[config.mk]
export PLATFORM = sky130hd
export DESIGN_NAME = saturating_soft_timer_bank
export DESIGN_NICKNAME = d
export VERILOG_FILES = /design/src/sv/sstb_pkg.sv /design/src/sv/saturating_soft_timer_bank.sv /design/src/sv/sstb_ctrl.sv /design/src/sv/sstb_datapath.sv
export SDC_FILE = /design/constraint.sdc
export NUM_CORES = 1
export LEC_CHECK = 0
export BUFFER_PORTS_ARGS = -buffer_cell sky130_fd_sc_hd__buf_4
export CAP_MARGIN = 30
export CORE_MARGIN = 1
export CORE_UTILIZATION = 41
export DETAILED_ROUTE_END_ITERATION = 6
export PLACE_DENSITY_LB_ADDON = 0.3
export SLEW_MARGIN = 20
export SYNTH_ARGS = -nofsm -noshare
export SYNTH_HDL_FRONTEND = slang
export SYNTH_SLANG_ARGS = --single-unit
[constraint.sdc]
create_clock -name clk -period 7.4 [get_ports clk]
set_input_delay 1.11 -clock clk [delete_from_list [all_inputs] [get_ports clk]]
set_output_delay 1.11 -clock clk [all_outputs]
set_load 0.02 [all_outputs]
[src/sv/sstb_pkg.sv]
// Shared types and constants for the saturating soft timer bank.
`timescale 1ns / 1ps
`default_nettype none

package sstb_pkg;

  localparam int NUM_TIMERS = 8;
  localparam int TIDX_W     = (NUM_TIMERS > 1) ? $clog2(NUM_TIMERS) : 1;
  localparam int COUNT_W    = 32;
  localparam int RES_W      = 16;
  localparam int IN_DATA_W  = 40;
  localparam int OUT_DATA_W = 40;

  typedef enum logic [2:0] {
    KIND_TICK  = 3'd0,
    KIND_START = 3'd1,
    KIND_STOP  = 3'd2,
    KIND_SET   = 3'd3,
    KIND_READ  = 3'd4
  } kind_t;

  typedef struct packed {
    logic              op_load;    // apply start/stop/set/read, load result
    logic              tick_en;    // step the shared adder on tick_idx
    logic [TIDX_W-1:0] tick_idx;
    logic              tick_done;  // load the zero result of a tick
  } sstb_cmd_t;

  typedef struct packed {
    logic out_free;
  } sstb_status_t;

endpackage

`default_nettype wire

[src/sv/saturating_soft_timer_bank.sv]
// Top level of the saturating soft timer bank.
`timescale 1ns / 1ps
`default_nettype none

// A bank of NUM_TIMERS 32-bit timers, each running timer counting up (saturating at all
// ones) or down (saturating at zero) by the resolution register on every tick item.
// Every item other than a tick returns the addressed timer's count and running
// flag; start, stop and set first apply their change. A tick is accepted, then steps
// each timer in turn through the shared saturating adder, then a done state loads the
// zero result once the output register is free. Results sit in an output register;
// the input is held off while a result waits, and the next item is taken in
// the cycle that result is accepted. Write resolution only while idle.

module saturating_soft_timer_bank
  import sstb_pkg::*;
(
  input  wire logic                  clk,
  input  wire logic                  rst,
  input  wire logic                  s_axis_tvalid,
  output logic                       s_axis_tready,
  // timer_index[2:0], new_count[34:3], count_up[35], zero pad
  input  wire logic [IN_DATA_W-1:0]  s_axis_tdata,
  // kind[2:0]
  input  wire logic [2:0]            s_axis_tuser,
  output logic                       m_axis_tvalid,
  input  wire logic                  m_axis_tready,
  // count_value[31:0], timer_active[32], zero pad
  output logic [OUT_DATA_W-1:0]      m_axis_tdata,
  input  wire logic                  cfg_we,
  input  wire logic [RES_W-1:0]      cfg_wdata
);

  sstb_cmd_t          cmd;
  sstb_status_t       status;
  logic [COUNT_W-1:0] out_count;
  logic               out_active;

  sstb_ctrl u_ctrl (
    .clk      (clk),
    .rst      (rst),
    .in_valid (s_axis_tvalid),
    .in_kind  (s_axis_tuser),
    .in_ready (s_axis_tready),
    .status   (status),
    .cmd      (cmd)
  );

  sstb_datapath u_dp (
    .clk        (clk),
    .rst        (rst),
    .cmd        (cmd),
    .status     (status),
    .in_kind    (s_axis_tuser),
    .in_index   (s_axis_tdata[2:0]),
    .in_count   (s_axis_tdata[34:3]),
    .in_up      (s_axis_tdata[35]),
    .cfg_we     (cfg_we),
    .cfg_wdata  (cfg_wdata),
    .out_valid  (m_axis_tvalid),
    .out_ready  (m_axis_tready),
    .out_count  (out_count),
    .out_active (out_active)
  );

  assign m_axis_tdata = {{(OUT_DATA_W - COUNT_W - 1){1'b0}}, out_active, out_count};

endmodule

`default_nettype wire

[src/sv/sstb_ctrl.sv]
// Controller: input handshake and tick sequencer for the timer bank.
`timescale 1ns / 1ps
`default_nettype none

module sstb_ctrl
  import sstb_pkg::*;
(
  input  wire logic         clk,
  input  wire logic         rst,
  input  wire logic         in_valid,
  input  wire logic [2:0]   in_kind,
  output logic              in_ready,
  input  wire sstb_status_t status,
  output sstb_cmd_t         cmd
);

  typedef enum logic [1:0] {
    ST_IDLE,
    ST_TICK,
    ST_DONE
  } state_t;

  state_t            state;
  logic [TIDX_W-1:0] idx;
  logic              accept;
  logic              is_tick;

  assign is_tick  = (in_kind == KIND_TICK);
  assign in_ready = (state == ST_IDLE) && status.out_free;
  assign accept   = in_valid && in_ready;

  always_comb begin
    cmd.op_load   = accept && !is_tick;
    cmd.tick_en   = (state == ST_TICK);
    cmd.tick_idx  = idx;
    cmd.tick_done = (state == ST_DONE) && status.out_free;
  end

  always_ff @(posedge clk) begin
    if (rst) begin
      state <= ST_IDLE;
      idx   <= '0;
    end else begin
      unique case (state)
        ST_IDLE: begin
          idx <= '0;
          if (accept && is_tick) state <= ST_TICK;
        end
        ST_TICK: begin
          if (idx == TIDX_W'(NUM_TIMERS - 1)) begin
            state <= ST_DONE;
          end else begin
            idx <= idx + 1'b1;
          end
        end
        ST_DONE: begin
          if (status.out_free) state <= ST_IDLE;
        end
        default: state <= ST_IDLE;
      endcase
    end
  end

endmodule

`default_nettype wire

[src/sv/sstb_datapath.sv]
// Datapath: timer state, shared saturating adder, resolution and result register.
`timescale 1ns / 1ps
`default_nettype none

module sstb_datapath
  import sstb_pkg::*;
(
  input  wire logic                  clk,
  input  wire logic                  rst,
  input  wire sstb_cmd_t             cmd,
  output sstb_status_t               status,
  input  wire logic [2:0]            in_kind,
  input  wire logic [2:0]            in_index,
  input  wire logic [COUNT_W-1:0]    in_count,
  input  wire logic                  in_up,
  input  wire logic                  cfg_we,
  input  wire logic [RES_W-1:0]      cfg_wdata,
  output logic                       out_valid,
  input  wire logic                  out_ready,
  output logic [COUNT_W-1:0]         out_count,
  output logic                       out_active
);

  logic [COUNT_W-1:0] count [NUM_TIMERS];
  logic               dir   [NUM_TIMERS];
  logic               run   [NUM_TIMERS];
  logic [RES_W-1:0]   resolution;

  // shared saturating adder
  logic [COUNT_W-1:0] t_cur;
  logic [COUNT_W:0]   t_sum;
  logic [COUNT_W:0]   t_diff;
  logic [COUNT_W-1:0] t_next;

  // addressed timer
  logic               in_range;
  logic [TIDX_W-1:0]  a_idx;
  logic [COUNT_W-1:0] a_count;
  logic               a_run;

  assign status.out_free = !out_valid || out_ready;

  always_comb begin
    t_cur  = count[cmd.tick_idx];
    t_sum  = {1'b0, t_cur} + {{(COUNT_W + 1 - RES_W){1'b0}}, resolution};
    t_diff = {1'b0, t_cur} - {{(COUNT_W + 1 - RES_W){1'b0}}, resolution};
    if (dir[cmd.tick_idx]) begin
      t_next = t_sum[COUNT_W] ? {COUNT_W{1'b1}} : t_sum[COUNT_W-1:0];
    end else begin
      t_next = t_diff[COUNT_W] ? '0 : t_diff[COUNT_W-1:0];
    end
  end

  always_comb begin
    in_range = (32'(in_index) < NUM_TIMERS);
    a_idx    = TIDX_W'(in_index);
    a_count  = count[a_idx];
    a_run    = run[a_idx];
    unique case (in_kind)
      KIND_START: a_run   = 1'b1;
      KIND_STOP:  a_run   = 1'b0;
      KIND_SET:   a_count = in_count;
      default: ;
    endcase
  end

  always_ff @(posedge clk) begin
    if (rst) begin
      resolution <= RES_W'(1);
      for (int k = 0; k < NUM_TIMERS; k++) begin
        count[k] <= '0;
        dir[k]   <= 1'b0;
        run[k]   <= 1'b0;
      end
    end else begin
      if (cfg_we) resolution <= cfg_wdata;
      if (cmd.tick_en && run[cmd.tick_idx]) count[cmd.tick_idx] <= t_next;
      if (cmd.op_load && in_range) begin
        count[a_idx] <= a_count;
        run[a_idx]   <= a_run;
        if (in_kind == KIND_SET) dir[a_idx] <= in_up;
      end
    end
  end

  always_ff @(posedge clk) begin
    if (rst) begin
      out_valid <= 1'b0;
    end else if (cmd.op_load || cmd.tick_done) begin
      out_valid <= 1'b1;
    end else if (out_ready) begin
      out_valid <= 1'b0;
    end
  end

  always_ff @(posedge clk) begin
    if (cmd.op_load) begin
      out_count  <= in_range ? a_count : '0;
      out_active <= in_range && a_run;
    end else if (cmd.tick_done) begin
      out_count  <= '0;
      out_active <= 1'b0;
    end
  end

endmodule

`default_nettype wire

==> results.cfg <==
[floorplanning]
start_util = 0.417
die_w_um = 223
io_pins = 106
die_h_um = 223
die_area_sq_mm = 0.0496
rows = 80
core_sq_mm = 0.0479

[timing]
tightest_slew_ns = 1.08
min_period_ns = 5.75
hold_viol_final = 0
maxSlewHeadroom = 0.281
final.setup.tns_ns = 0
skew_ns = 0.0286
fin_crit_sh = 0.777
fmax_ghz = 0.174
drv_slew = 0
rsz0062_at_grt = false
setup_viol = 0

[final_layout]
drive_gt1_frac = 0.232
finalInstanceArea_sq_mm = 0.0223
fillers = 4320
area_growth_pct = 11.6
finalNetCount = 1837
insertedDiodeCount = 0

[power]
total_leakage_power_nw = 7.88
vdd_drop_max_uv = 126
powerDensity_mw_per_mm2 = 218

[logic_synthesis]
synthDistinctLibCells = 95
synthArstFlopShare = 0
synth-seq-cells = 330
syn_area_sq_mm = 0.0200
ys.flop_type = edfxtp_1
syn_inst = 1683
synth-edff-count = 305
syn_area_per_cell_sq_um = 11.9
yosysSeqAreaShare = 0.483
synth_warnings = 0

[global_routing]
grt_pass1_wl_um = 95100
grt_usage = 0.258
grt_pass1_vias = 14700
grt_remaining_overflow = 0
antenna_found_initial = 1
grt_max_degree = 60

[setup_path]
cp_cell_sequence = mux4_2 > mux2_2 > ha_1 > nand2b_1 > a211oi_1 > o211ai_1 > a211o_1 > a211oi_4 > nand3_2 > o21ai_4 > nor4_4 > nor3_1
slowest_stage = dfxtp_4
arrival_ns = 6.12
slowest_delay_ns = 0.88
cp-start-kind = flip-flop
path_class = reg2reg
critPathBufInv = 0
cp_top_family = compound AO/OA/AOI/OAI gates
crit_path_end_kind = flip-flop
required_ns = 7.77
worstPathMaxFanout = 35

[clock_network]
clock_latency_ns = 0.56
numCtsBuffers = 36
clk_pin_slew_worst_paths_ns = 0.06
cts_tree = built
cts-resized-gates = 0
ctsHtreeMaxLevel = 2
cts_buffer_depth = 3
postCtsHoldBufs = 0
cts-root-buf = clkbuf_16
cts_setup_buffers = 0
cts.sinks = 330

[drt]
ant_nets = 0
vias_per_cell = 6.27
wl_per_cell_um = 26.9
drt_pass1_iterations = 5
drc = 0
drtIter0Drc = 1867
drt_wl_total_um = 63700
vias = 14900

[min_path]
hp-class = reg2reg

[placed_design]
placed_area_sq_mm = 0.0212
hpwl_um = 41400
portBuffers = 94
gp_congestion = 1.03

[run_status]
status = complete, no violations

[run]
cap_viol_max_count = 0
## worst reg2reg max path: cells and delay by family, from the launching register on
family,cells,cell delay (ns)
mux,2,0.94
simple gates,4,1.11
flops,1,0.88
compound gates,5,2.22
fa+ha+maj,1,0.41
## per-stage QoR
stage / hold WS, ns / utilization / power (W) / instances / worst slack (ns)
4_1_cts: 0.546 / 0.465 / 0.00486 / 2371 / 1.65
2_1_floorplan: 0.487 / - / 0.00283 / 1689 / 2.10
3_5_place_dp: 0.529 / 0.442 / 0.00313 / 2307 / 1.66
5_1_grt: 0.587 / 0.465 / 0.00500 / 2371 / 1.28
3_3_place_gp: 0.521 / 0.442 / 0.00311 / 2307 / 1.74
6_report: 0.551 / 0.465 / 0.00485 / 2371 / 1.65
## worst paths after layout
| check | startpoint | end | slack, ns | cells past startpoint |
|---|---|---|---|---|
| max | flip-flop | u_dp.count[6][29]$_SDFFCE_PN0P_ | 1.65 | 12 |
| max reg2reg | flip-flop | u_dp.count[6][29]$_SDFFCE_PN0P_ | 1.65 | 12 |
| min reg2reg | u_dp.resolution[6]$_SDFFE_PP0P_ | u_dp.resolution[6]$_SDFFE_PP0P_ | 0.55 | 2 |
| min | u_dp.resolution[6]$_SDFFE_PP0P_ | u_dp.resolution[6]$_SDFFE_PP0P_ | 0.55 | 2 |
## flip-flops by register name (all words and copies together), names as in the netlist, named ones only
name / flops
u_dp.out_valid: 1
u_dp.dir: 8
u_dp.out_count: 32
u_ctrl.state: 2
u_dp.out_active: 1
u_dp.resolution: 16
u_ctrl.idx: 3
u_dp.run: 8
u_dp.count: 256
## layer usage
metal	part of all wire	GRT usage	up-vias
li1	-	-	6422
met1	0.40	0.342	7532
met2	0.48	0.432	781
met3	0.081	0.0312	140
met4	0.037	0.0994	0
met5	0	0	-
## synth_stat cells (4+ instances only)
library cell	count	area [sq um]
nor2_1	383	1440
edfxtp_1	305	9160
mux4_2	133	3000
clkbuf_1	74	278
a21oi_1	72	360
mux2i_1	70	701
nand2_1	69	259
ha_1	41	513
nor3_1	36	180
inv_1	35	131
mux2_2	29	327
nand2b_1	28	175
xnor2_1	26	228
dfxtp_1	25	500
nand3_1	24	120
o21ai_0	22	110
o22ai_1	19	119
o21bai_1	18	135
buf_2	16	80.1
nor2_2	15	93.8
nor2b_1	15	93.8
buf_4	14	105
a21o_1	13	97.6
a31oi_1	11	68.8
buf_1	11	41.3
xor2_1	10	87.6
a211oi_1	9	67.6
nand3b_1	7	52.6
nand4_1	7	43.8
o21ai_2	7	61.3
a211o_1	6	52.6
nor4_1	6	37.5
o31ai_1	6	45.0
or3_1	6	37.5
a211oi_2	5	62.6
a221oi_1	5	43.8
a311oi_1	5	43.8
and2_1	5	31.3
buf_6	5	56.3
nor3_2	5	50.1
o21ai_1	4	20.0
## cells by family (layout without fill, tap and decap cells)
kind of cell / Yosys count / after routing / share of synthesized area
other cells: 1 / 7 / 0.000188
simple gates: 636 / 636 / 0.146
compound gates: 245 / 245 / 0.0867
fa+ha+maj: 43 / 43 / 0.0277
mux: 237 / 237 / 0.206
buf+inv: 155 / 222 / 0.0346
flops: 330 / 330 / 0.483
xor+xnor: 36 / 36 / 0.0158
## power breakdown
group	leakage (nW)	switching [W]	internal [W]	total, W
combinational	3.98	0.000588	0.000334	0.000922
clock	0.546	0.000778	0.000968	0.00175
sequential	3.36	0.0000552	0.00213	0.00219
## area by class of cell
cell class	instances	area (sq um)	share of cell area
clock buffer	39	912	0.0409
clock inverter	25	205	0.00920
inverter	35	131	0.00589
multi-input combinational	1204	9690	0.434
sequential	330	9670	0.434
tap	615	769	0.0345
timing repair buffer	123	923	0.0414
## cell usage in the layout, fill, tap and decap left out, types with 6 or more instances in the layout
cell and n:
nor2_1 382, or3_1 6, nand2_1 69, edfxtp_1 305
inv_1 35, o21bai_1 18, ha_1 41, nand3_1 24
a21oi_1 72, nand4_1 7, xnor2_1 26, a211o_1 6
clkinv_1 11, nor2_2 16, mux2_2 29, nand2b_1 20
nor4_1 6, a211oi_1 9, dfxtp_1 22, nand2b_2 8
mux2i_1 70, conb_1 7, o21ai_0 21, nor3_1 36
mux4_2 133, o22ai_1 19, clkbuf_16 36, a31oi_1 11
buf_4 123, o21ai_2 7, a21o_1 13, nand3b_1 7
o31ai_1 6, xor2_1 10, nor2b_1 15, clkinv_2 6
Note: power is estimated with default switching activity, not from simulation.
